===== src/rtl/linked_list_queue_manager_unit_macros.svh =====
// Assertion macros for the linked list queue manager.
// Included by the modules that carry checks; no other dependencies.
`ifndef LINKED_LIST_QUEUE_MANAGER_UNIT_MACROS_SVH
`define LINKED_LIST_QUEUE_MANAGER_UNIT_MACROS_SVH
`ifndef SYNTHESIS
`define LLQ_ASSERT_IMP(label, ck, rn, ante, cons) \
  label: assert property (@(posedge ck) disable iff (!(rn)) (ante) |-> (cons)) \
    else $error("llq check failed");
`define LLQ_ASSERT_NEXT(label, ck, rn, ante, cons) \
  label: assert property (@(posedge ck) disable iff (!(rn)) (ante) |=> (cons)) \
    else $error("llq check failed");
`else
`define LLQ_ASSERT_IMP(label, ck, rn, ante, cons)
`define LLQ_ASSERT_NEXT(label, ck, rn, ante, cons)
`endif
`endif


===== src/rtl/llq_pkg.sv =====
// Shared sizes, codes and types of the linked list queue manager.
// Stand-alone; used by the top level.
package llq_pkg;

  localparam int NUM_NODES  = 64;
  localparam int NUM_QUEUES = 8;
  localparam int NODE_W     = $clog2(NUM_NODES);
  localparam int QUEUE_W    = (NUM_QUEUES > 1) ? $clog2(NUM_QUEUES) : 1;
  localparam int CNT_W      = $clog2(NUM_NODES + 1);

  typedef enum logic {
    OP_APPEND = 1'b0,
    OP_REMOVE = 1'b1
  } op_t;

  typedef enum logic [1:0] {
    ST_OK     = 2'd0,
    ST_QUEUED = 2'd1,
    ST_EMPTY  = 2'd2,
    ST_NOT_IN = 2'd3
  } status_t;

  // One entry of the forward link memory: owner queue and successor.
  typedef struct packed {
    logic [QUEUE_W-1:0] owner;
    logic [NODE_W-1:0]  next;
  } fwd_entry_t;

  localparam int FWD_W = $bits(fwd_entry_t);

endpackage


===== src/rtl/linked_list_queue_manager_unit.sv =====
// Top level of the linked list queue manager: control sequencer, queue tables,
// result register. Uses llq_pkg, llq_ram and the assertion macro header.
//
// Keeps eight circular doubly linked queues over a pool of 64 nodes. Each input
// beat appends a node at a queue's tail or removes a node from a queue, and
// yields one result beat with status, length, head and a non-empty flag.
// Successor links and owner tags sit in one RAM, predecessor links in another;
// both have a registered read. A beat steps through accept, link read and
// update, and result; an append to a non-empty queue adds a second write step,
// since it writes two entries of each link RAM through its single write port. A
// finished result waits in the output register while the next beat is taken.
// No clearing pass follows reset: linked bits and queue lengths reset in flops.
`include "linked_list_queue_manager_unit_macros.svh"

module linked_list_queue_manager_unit (
  input  logic        clk,
  input  logic        rst_n,
  input  logic        in_tvalid,
  output logic        in_tready,
  input  logic [15:0] in_tdata,   // [0] operation, [3:1] queue_id, [9:4] node_id
  output logic        out_tvalid,
  input  logic        out_tready,
  output logic [15:0] out_tdata   // [1:0] status, [8:2] queue_length,
                                  // [14:9] head_node, [15] queue_nonempty
);

  typedef enum logic [3:0] {
    S_IDLE = 4'b0001,
    S_EXEC = 4'b0010,
    S_APP2 = 4'b0100,
    S_DONE = 4'b1000
  } state_t;

  localparam int NN = llq_pkg::NUM_NODES;
  localparam int NQ = llq_pkg::NUM_QUEUES;
  localparam int NW = llq_pkg::NODE_W;
  localparam int QW = llq_pkg::QUEUE_W;
  localparam int CW = llq_pkg::CNT_W;

  state_t             state_r, state_nxt;
  llq_pkg::op_t       op_r, op_nxt;
  logic [QW-1:0]      q_r, q_nxt;
  logic [NW-1:0]      n_r, n_nxt;
  llq_pkg::status_t   status_r, status_nxt;
  logic [NN-1:0]      linked_r, linked_nxt;
  logic [CW-1:0]      count_r [NQ];
  logic [CW-1:0]      count_nxt [NQ];
  logic [NW-1:0]      head_r [NQ];
  logic [NW-1:0]      head_nxt [NQ];
  logic               out_valid_r, out_valid_nxt;
  logic [15:0]        out_data_r, out_data_nxt;

  llq_pkg::op_t       in_op;
  logic [QW-1:0]      in_q;
  logic [NW-1:0]      in_n;
  logic               in_fire;

  logic               a_we, b_we;
  logic [NW-1:0]      a_waddr, a_raddr, b_waddr, b_raddr;
  llq_pkg::fwd_entry_t a_wdata, a_rdata;
  logic [NW-1:0]      b_wdata, b_rdata;

  logic [CW-1:0]      cur_cnt;
  logic [CW-1:0]      res_len;
  logic [NW-1:0]      res_head;

  assign in_op   = llq_pkg::op_t'(in_tdata[0]);
  assign in_q    = in_tdata[1 +: QW];
  assign in_n    = in_tdata[4 +: NW];
  assign in_tready = (state_r == S_IDLE);
  assign in_fire = in_tvalid && in_tready;

  assign cur_cnt  = count_r[q_r];
  assign res_len  = count_r[q_r];
  assign res_head = (res_len != '0) ? head_r[q_r] : '0;

  llq_ram #(.WIDTH(llq_pkg::FWD_W), .DEPTH(NN)) u_fwd_ram (
    .clk     (clk),
    .wr_en   (a_we),
    .wr_addr (a_waddr),
    .wr_data (a_wdata),
    .rd_addr (a_raddr),
    .rd_data (a_rdata)
  );

  llq_ram #(.WIDTH(NW), .DEPTH(NN)) u_bwd_ram (
    .clk     (clk),
    .wr_en   (b_we),
    .wr_addr (b_waddr),
    .wr_data (b_wdata),
    .rd_addr (b_raddr),
    .rd_data (b_rdata)
  );

  // The link RAMs read every cycle, but only data read at accept is used, after
  // all writes of the previous beat, so no used read overlaps a write of its entry.
  always_comb begin
    state_nxt     = state_r;
    op_nxt        = op_r;
    q_nxt         = q_r;
    n_nxt         = n_r;
    status_nxt    = status_r;
    linked_nxt    = linked_r;
    count_nxt     = count_r;
    head_nxt      = head_r;
    out_valid_nxt = out_valid_r && !out_tready;
    out_data_nxt  = out_data_r;
    a_we          = 1'b0;
    a_waddr       = n_r;
    a_wdata       = '{owner: q_r, next: n_r};
    b_we          = 1'b0;
    b_waddr       = n_r;
    b_wdata       = n_r;
    a_raddr       = in_n;
    b_raddr       = (in_op == llq_pkg::OP_APPEND) ? head_r[in_q] : in_n;

    unique case (state_r)
      S_IDLE: begin
        if (in_fire) begin
          op_nxt    = in_op;
          q_nxt     = in_q;
          n_nxt     = in_n;
          state_nxt = S_EXEC;
        end
      end
      S_EXEC: begin
        state_nxt = S_DONE;
        if (op_r == llq_pkg::OP_APPEND) begin
          if (linked_r[n_r]) begin
            status_nxt = llq_pkg::ST_QUEUED;
          end else begin
            status_nxt     = llq_pkg::ST_OK;
            linked_nxt[n_r] = 1'b1;
            count_nxt[q_r] = cur_cnt + CW'(1);
            a_we           = 1'b1;
            b_we           = 1'b1;
            if (cur_cnt == '0) begin
              // Single node links to itself.
              head_nxt[q_r] = n_r;
            end else begin
              // Old tail points forward to the new node.
              a_waddr   = b_rdata;
              b_wdata   = b_rdata;
              state_nxt = S_APP2;
            end
          end
        end else begin
          if (cur_cnt == '0) begin
            status_nxt = llq_pkg::ST_EMPTY;
          end else if (!linked_r[n_r] || (a_rdata.owner != q_r)) begin
            status_nxt = llq_pkg::ST_NOT_IN;
          end else begin
            status_nxt      = llq_pkg::ST_OK;
            linked_nxt[n_r] = 1'b0;
            count_nxt[q_r]  = cur_cnt - CW'(1);
            a_we            = 1'b1;
            a_waddr         = b_rdata;
            a_wdata         = '{owner: q_r, next: a_rdata.next};
            b_we            = 1'b1;
            b_waddr         = a_rdata.next;
            b_wdata         = b_rdata;
            if (head_r[q_r] == n_r) begin
              head_nxt[q_r] = (a_rdata.next == n_r) ? '0 : a_rdata.next;
            end
          end
        end
      end
      S_APP2: begin
        // Close the ring: new node points to head, head points back.
        a_we      = 1'b1;
        a_waddr   = n_r;
        a_wdata   = '{owner: q_r, next: head_r[q_r]};
        b_we      = 1'b1;
        b_waddr   = head_r[q_r];
        b_wdata   = n_r;
        state_nxt = S_DONE;
      end
      S_DONE: begin
        // Hold until the result register is free.
        if (!out_valid_r || out_tready) begin
          out_valid_nxt = 1'b1;
          out_data_nxt  = {res_len != '0, res_head, res_len, status_r};
          state_nxt     = S_IDLE;
        end
      end
      default: begin
        state_nxt = S_IDLE;
      end
    endcase
  end

  always_ff @(posedge clk) begin
    if (!rst_n) begin
      state_r     <= S_IDLE;
      linked_r    <= '0;
      out_valid_r <= 1'b0;
      for (int i = 0; i < NQ; i++) begin
        count_r[i] <= '0;
      end
    end else begin
      state_r     <= state_nxt;
      linked_r    <= linked_nxt;
      out_valid_r <= out_valid_nxt;
      count_r     <= count_nxt;
    end
    op_r       <= op_nxt;
    q_r        <= q_nxt;
    n_r        <= n_nxt;
    status_r   <= status_nxt;
    head_r     <= head_nxt;
    out_data_r <= out_data_nxt;
  end

  assign out_tvalid = out_valid_r;
  assign out_tdata  = out_data_r;

  `LLQ_ASSERT_NEXT(a_app_links, clk, rst_n, (state_r == S_EXEC) && (op_r == llq_pkg::OP_APPEND) && (status_nxt == llq_pkg::ST_OK), linked_r[n_r])
  `LLQ_ASSERT_NEXT(a_rem_unlinks, clk, rst_n, (state_r == S_EXEC) && (op_r == llq_pkg::OP_REMOVE) && (status_nxt == llq_pkg::ST_OK), !linked_r[n_r])
  `LLQ_ASSERT_NEXT(a_done_holds, clk, rst_n, (state_r == S_DONE) && out_valid_r && !out_tready, state_r == S_DONE)

endmodule


===== src/rtl/llq_ram.sv =====
// Generic single write port, single read port RAM with registered read.
// No dependencies.
module llq_ram #(
  parameter int WIDTH = 8,
  parameter int DEPTH = 64
) (
  input  logic                                     clk,
  input  logic                                     wr_en,
  input  logic [((DEPTH > 1) ? $clog2(DEPTH) : 1)-1:0] wr_addr,
  input  logic [WIDTH-1:0]                         wr_data,
  input  logic [((DEPTH > 1) ? $clog2(DEPTH) : 1)-1:0] rd_addr,
  output logic [WIDTH-1:0]                         rd_data
);

  logic [WIDTH-1:0] mem [DEPTH];
  logic [WIDTH-1:0] rd_data_r;

  always_ff @(posedge clk) begin
    if (wr_en) begin
      mem[wr_addr] <= wr_data;
    end
    rd_data_r <= mem[rd_addr];
  end

  assign rd_data = rd_data_r;

endmodule

===== config.mk =====
export PLATFORM = sky130hd
export DESIGN_NAME = linked_list_queue_manager_unit
export DESIGN_NICKNAME = d
export VERILOG_FILES = /design/src/rtl/llq_pkg.sv /design/src/rtl/linked_list_queue_manager_unit.sv /design/src/rtl/llq_ram.sv
export VERILOG_INCLUDE_DIRS = /design/src /design/src/rtl
export SDC_FILE = /design/constraint.sdc
export NUM_CORES = 1
export LEC_CHECK = 0
export ABC_AREA = 1
export BUFFER_PORTS_ARGS = -buffer_cell sky130_fd_sc_hd__buf_2
export CORE_MARGIN = 2
export CORE_UTILIZATION = 45
export DETAILED_ROUTE_END_ITERATION = 8
export PLACE_DENSITY = 0.69
export SETUP_SLACK_MARGIN = 0.5
export SYNTH_ARGS = -nofsm -noshare
export SYNTH_HDL_FRONTEND = slang
export SYNTH_HIERARCHICAL = 1
export SYNTH_SLANG_ARGS = --single-unit

===== constraint.sdc =====
create_clock -name clk -period 11.5 [get_ports clk]
set_input_delay 0.575 -clock clk [delete_from_list [all_inputs] [get_ports clk]]
set_output_delay 0.575 -clock clk [all_outputs]
set_load 0.005 [all_outputs]

Yosys cells after proc, flatten, opt, wreduce, memory -nomap -nowiden
Memories as Yosys holds them, arrays and structs flattened. A register that Yosys moved wholly into a read port is not among the register bits.
Cells that the tools add are included.

word-level totals
  RAM bits = 960
  memories = 2
  bits of input ports = 20
  register bits after elaboration = 201

memory list
  name           words  width  read ports  clocked after Yosys merged registers in  wr ports  line           text
  u_fwd_ram.mem  64     9      1           1                                        1         llq_ram.sv:15  logic [WIDTH-1:0] mem [DEPTH];
  u_bwd_ram.mem  64     6      1           1                                        1         llq_ram.sv:15

cells by class
  equal/unequal tests = 12
  reductions and logical operators = 18
  bitwise logic cells = 5
  $add $sub $neg = 2
  order comparisons = 5
  mux-type cells = 70

operator list
  operator               count
  $mux W48               6
  $mux W64               4
  $mux W56               4
  $mux W6                19
  $bwmux W56             2
  $bwmux W48             2
  $and A64 B64 Y64       1
  $not A64 Y64           1
  $or A64 B64 Y64        1
  $bmux W6 S3            2
  $pmux W6 S2            2
  $bmux W7 S3            1
  $demux W7 S3           1
  $mux W7                3
  $mux W4                5
  $demux W6 S3           1
  $pmux W4 S4            1
  $eq A6 B6 Y1           2
  $mux W1                11
  $ge A4 B4 Y1 const B   2
  $ne A2 B2 Y1 const B   4
  $not A3 Y4             2
  $add A7 B1 Y7 const B  1
  $logic_not A7 Y1       1
  other kinds (22)       33

Depth between registers and ports, before layout
  depth in word-level cells = 10
  depth in mapped cells = 26

Cells and area by module
Netlist, hierarchy kept.

modules (own cells, without submodules)
  module                          sequential area each (um^2)  times used  area each (um^2)  cells each
  llq_ram (u_fwd_ram)             17476.8                      1           23799.1           2016
  llq_ram (u_bwd_ram)             11651.2                      1           15929.0           1389
  linked_list_queue_manager_unit  4784.6                       1           11725.0           1744

Worst setup path before layout
No wires, ideal clock.

  path type = reg-to-reg
  start = register q_r[0]
  end = memory u_bwd_ram/mem[56][0] in the netlist's numbering (enable)
  period minus slack after synthesis = 7.611 ns
  arrival time = 7.249 ns
  setup slack = 3.889 ns
  cell stages (with the launch flop) = 22
  buffers on the path = 4
  required time = 11.138 ns
  cells stage by stage = edfxtp_1 > buf_4 > buf_6 > buf_4 > nand2_1 > o21ai_0 > nand2_1 > nand2_1 > nand2_1 > nand2_1 > inv_1 > ha_1 > inv_1 > nor2_1 > nand3_1 > buf_4 > nand2_1 > nor2_1 > o21ai_0 > o21ai_0 > nand4_1 > nor2_1

between the ends
  word-level cells in the longest chain between the ends = 10
  elaborated cells between the ends (all ways) = 20
  classes of those cells = eq/ne: 1; mux: 16; bitwise: 1; reduce/logical: 2

ends and longest elaborated chain
  item                                           line                                   text
  start, declared                                linked_list_queue_manager_unit.sv:42   logic [QW-1:0] q_r, q_nxt;
  start signal, assigned                         linked_list_queue_manager_unit.sv:207  q_r <= q_nxt;
  $not A3 Y4 (not written as such) *             linked_list_queue_manager_unit.sv:73   assign cur_cnt = count_r[q_r];
  $bmux W7 S3 *                                  linked_list_queue_manager_unit.sv:73
  $mux W7 (not written as such) * (2 in series)  linked_list_queue_manager_unit.sv:73
  via cur_cnt[1]                                 linked_list_queue_manager_unit.sv:63   logic [CW-1:0] cur_cnt;
  $logic_not A7 Y1 *                             linked_list_queue_manager_unit.sv:148  if (cur_cnt == '0) begin
  $mux W1                                        linked_list_queue_manager_unit.sv:148
  $mux W1                                        linked_list_queue_manager_unit.sv:128  if (op_r == llq_pkg::OP_APPEND) begin
  $pmux W1 S2                                    linked_list_queue_manager_unit.sv:117  unique case (state_r)
  $mux W1                                        llq_ram.sv:19                          if (wr_en) begin
  $mux W1 (not written as such)                  llq_ram.sv:20                          mem[wr_addr] <= wr_data;
  end, declared                                  llq_ram.sv:15

Mark *: on every way through the listed nets, which the timed path passes. The rest lies on a longest branch. The select of a mux whose other input is x is not followed.

Worst setup path in the final report
  start = register q_r[0]
  end = memory u_fwd_ram/mem[7][7] in the netlist's numbering (enable)

between the ends
  word-level cells in the longest chain between the ends = 10
  elaborated cells between the ends (all ways) = 19
  classes of those cells = eq/ne: 1; mux: 15; bitwise: 1; reduce/logical: 2

ends and longest elaborated chain
  item                                         line                                   text
  $not A3 Y4 (not written as such)             linked_list_queue_manager_unit.sv:73
  $bmux W7 S3                                  linked_list_queue_manager_unit.sv:73
  $mux W7 (not written as such) (2 in series)  linked_list_queue_manager_unit.sv:73
  via cur_cnt[0]                               linked_list_queue_manager_unit.sv:63
  $logic_not A7 Y1                             linked_list_queue_manager_unit.sv:148
  $mux W1                                      linked_list_queue_manager_unit.sv:148
  $mux W1                                      linked_list_queue_manager_unit.sv:128
  $pmux W1 S2                                  linked_list_queue_manager_unit.sv:117
  via a_we                                     linked_list_queue_manager_unit.sv:58   logic a_we, b_we;
  $mux W1                                      llq_ram.sv:19
  $mux W1 (not written as such)                llq_ram.sv:20
  end, declared                                llq_ram.sv:15

The timed path passes the listed nets, and every way through them passes these cells. The select of a mux whose other input is x is not followed.

==> metrics.cfg <==
[global_route]
overflow=0
antenna_found_initial=2
grt_pass1_vias=34210
grt_usage_pct=21.23
grt_max_degree=152
grt_pass1_wl_mm=194.2

[cells_and_area]
final_common_cell=nand2_1
seq_area_um2=33910
nets=5079
most-common-layout-cells=1738 x nand2_1, 1036 x edfxtp_1, 910 x nand3_1, 468 x nor2_1, 223 x inv_1
fill_cells=10120
fin_area_um2=56040
syn2layout_area_growth_pct=8.915
drive_gt1_share_pct=6.475
multi_input_area_um2=15040
utilization_pct=49.21

[die]
ios=38
die_area_um2=117100
die_h_um=342.1
initial_core_util_pct=45.18
core-area_um2=113900
fp-row-count=124
die_w_um=342.1

[clock_tree]
cts_tree=built
cts_setup_buffers=0
root_buffer=clkbuf_16
cts_buffer_depth=3
clk_pin_slew_worst_paths_ps=60
post_cts_resized=0
htreeDepth=3
cts_buffers=118
clock_latency_ps=720
ctsHoldBuffers=0
cts.sinks=1176

[power]
p_switching_mw=2.234
pwr-share-comb_pct=8.2
pwr-share-seq_pct=51.3
power.density_nw_per_um2=163.9
power_frac_clock_pct=40.4
p_int_mw=6.950
p_leak_nw=21.11
vdd_ir_drop_max_v=0.0001480
sw_frac_of_total_pct=24.33

[drt]
wl_met3_mm=11.06
dr.pass1.iters=6
wl_met2_mm=61.16
avgRoutedWirePerCell_um=19.08
drtIter0Drc=3985
drt_wl_total_mm=127.3
via_per_inst=5.464
ant_nets=0
vias=36450
routedLengthMet1_mm=51.17
route.detailed.drc=0
maxUsedRoutingLayer=met5

[synthesis]
synth-main-ff-cell=edfxtp_1
syn_nets=5172
ys_seq_elements=1176
synth-edff-count=1036
yosys_warnings=6
synthDistinctLibCells=47
synthCells=5149
ys_seq_area_share_pct=65.91
postSynth.asyncResetShare_pct=0
avgSynthCellArea_um2=9.993
netlist_area_um2=51450

[place]
hpwl_mm=72.38
place_area_um2=52290
routabilityCongestion=0.8829
dpl_worst_slack_ps=5289
io_buffers=31

[sta]
tightest_slew_ps=1238
holdWs_ps=95.32
finalSetupTns_ps=0
finalHoldViolations=0
maxSlewHeadroom_pct=16.81
final-max-slew-violation-count=0
clock.fmax_mhz=157.9
skew_ps=35.48
fin_crit_sh_pct=55.07
rsz0062_at_grt=false
finalSetupViolCount=0
post-route-min-period_ps=6333
finalWorstSetupSlack_ps=5168

[critical_path]
cp_max_fo=80
crit_type=reg -> reg
worstPathArrival_ps=6660
worstSetupEndpointType=flop
required_ps=11830
crit_start=q_r[0]
start_kind=flop
r2r_start=q_r[0]

[status]
status=finished clean

[job]
drv_cap=0

[hold_path]
hold_class=in -> reg
holdCritStartpoint=in_tvalid

## per-layer routing
metal | GRT usage, % | vias up
met1 | 28.34 | 17440
li1 | - | 17220
met4 | 7.593 | 2
met3 | 3.296 | 253
met2 | 35.25 | 1538
met5 | 0 | -
## cells by family (layout without fill, tap and decap cells)
kind of cell             after synthesis  after routing  share of synthesized area (%)
other                                  0              2                              0
AO/OA/AOI/OAI                        151            151                          1.658
buffers and inverters                534            543                          5.160
flip-flops                          1176           1176                          65.91
XOR/XNOR                              11             11                         0.1872
adder cells (fa/ha/maj)                3              3                        0.07296
AND/OR/NAND/NOR                     3274           3274                          27.01
## layout make-up
type                       instances  share of cell area [%]
multi-input combinational       3439                   26.83
clock inverter                    66                  0.9221
antenna                            2                0.008931
tap                             1512                   3.376
sequential                      1176                   60.51
clock buffer                     156                   5.765
inverter                         243                   1.650
timing repair buffer              78                  0.9333
## cell usage after synthesis, types with 4 or more instances
cell	instances	share of area, %
nand2_1	1741	13
edfxtp_1	1036	60
nand3_1	911	8.9
nor2_1	468	3.4
inv_1	229	1.7
dfxtp_1	140	5.4
buf_2	120	1.2
o21ai_0	74	0.72
clkbuf_1	70	0.51
nor3_1	69	0.67
buf_6	43	0.94
nand3_2	32	0.62
buf_4	29	0.42
a21oi_1	25	0.24
buf_1	24	0.18
nand4_1	22	0.27
o21ai_1	19	0.18
inv_2	9	0.066
nor2b_1	8	0.097
nor4_1	8	0.097
a22oi_1	7	0.10
xor2_1	7	0.12
nor2_2	5	0.061
o211ai_1	5	0.073
o22ai_1	5	0.061
buf_8	4	0.12
o221ai_1	4	0.068
xnor2_1	4	0.068
## sequential cells by signal, summed over array words and instances, names as in the netlist, 4 cells and up, named ones only
name and flops:
state_r 4, count_r 48, head_r 48, u_fwd_ram/mem 576, n_r 6, u_bwd_ram/rd_data 6
u_fwd_ram/rd_data 9, out_tdata 16, u_bwd_ram/mem 384
## worst max-delay path, cell delays in order, from the launching register on
cell and delay (ps):
edfxtp_1 340, buf_4 480, nand2_1 100, o21ai_0 100
nand2_1 80, nand2_1 80, nand2_1 50, nand2_1 160
inv_2 140, ha_1 220, inv_1 50, nor2_1 40
nand3_1 400, nand3_2 180, nand2_4 100, buf_4 820
a31o_2 610, nand4_1 810, nor2_1 1090
## path summary, 6_finish.rpt
kind / cells after the start / slack, ps / endpoint
setup reg to reg: 18 / 5170 / u_fwd_ram/mem[7][7]
hold reg to reg: 0 / 420 / out_tdata[0]
setup / recovery: 18 / 5170 / u_fwd_ram/mem[7][7]
hold / removal: 2 / 100 / state_r[0]
## power groups by stage
stage	Sequential, mW	Combinational (mW)	Clock (mW)
after floorplan	4.81	0.508	0
after global placement	4.80	0.729	0
after detailed placement	4.80	0.744	0
after CTS	4.71	0.747	3.77
after global routing	4.71	0.824	3.93
final	4.71	0.756	3.71
## stage by stage
step	instances	total power [mW]
6_report	6672	9.184
5_1_grt	6670	9.463
4_1_cts	6670	9.229
3_5_place_dp	6448	5.548
3_3_place_gp	6448	5.533
2_1_floorplan	5149	5.317
Power figures use the tool's default switching activity.
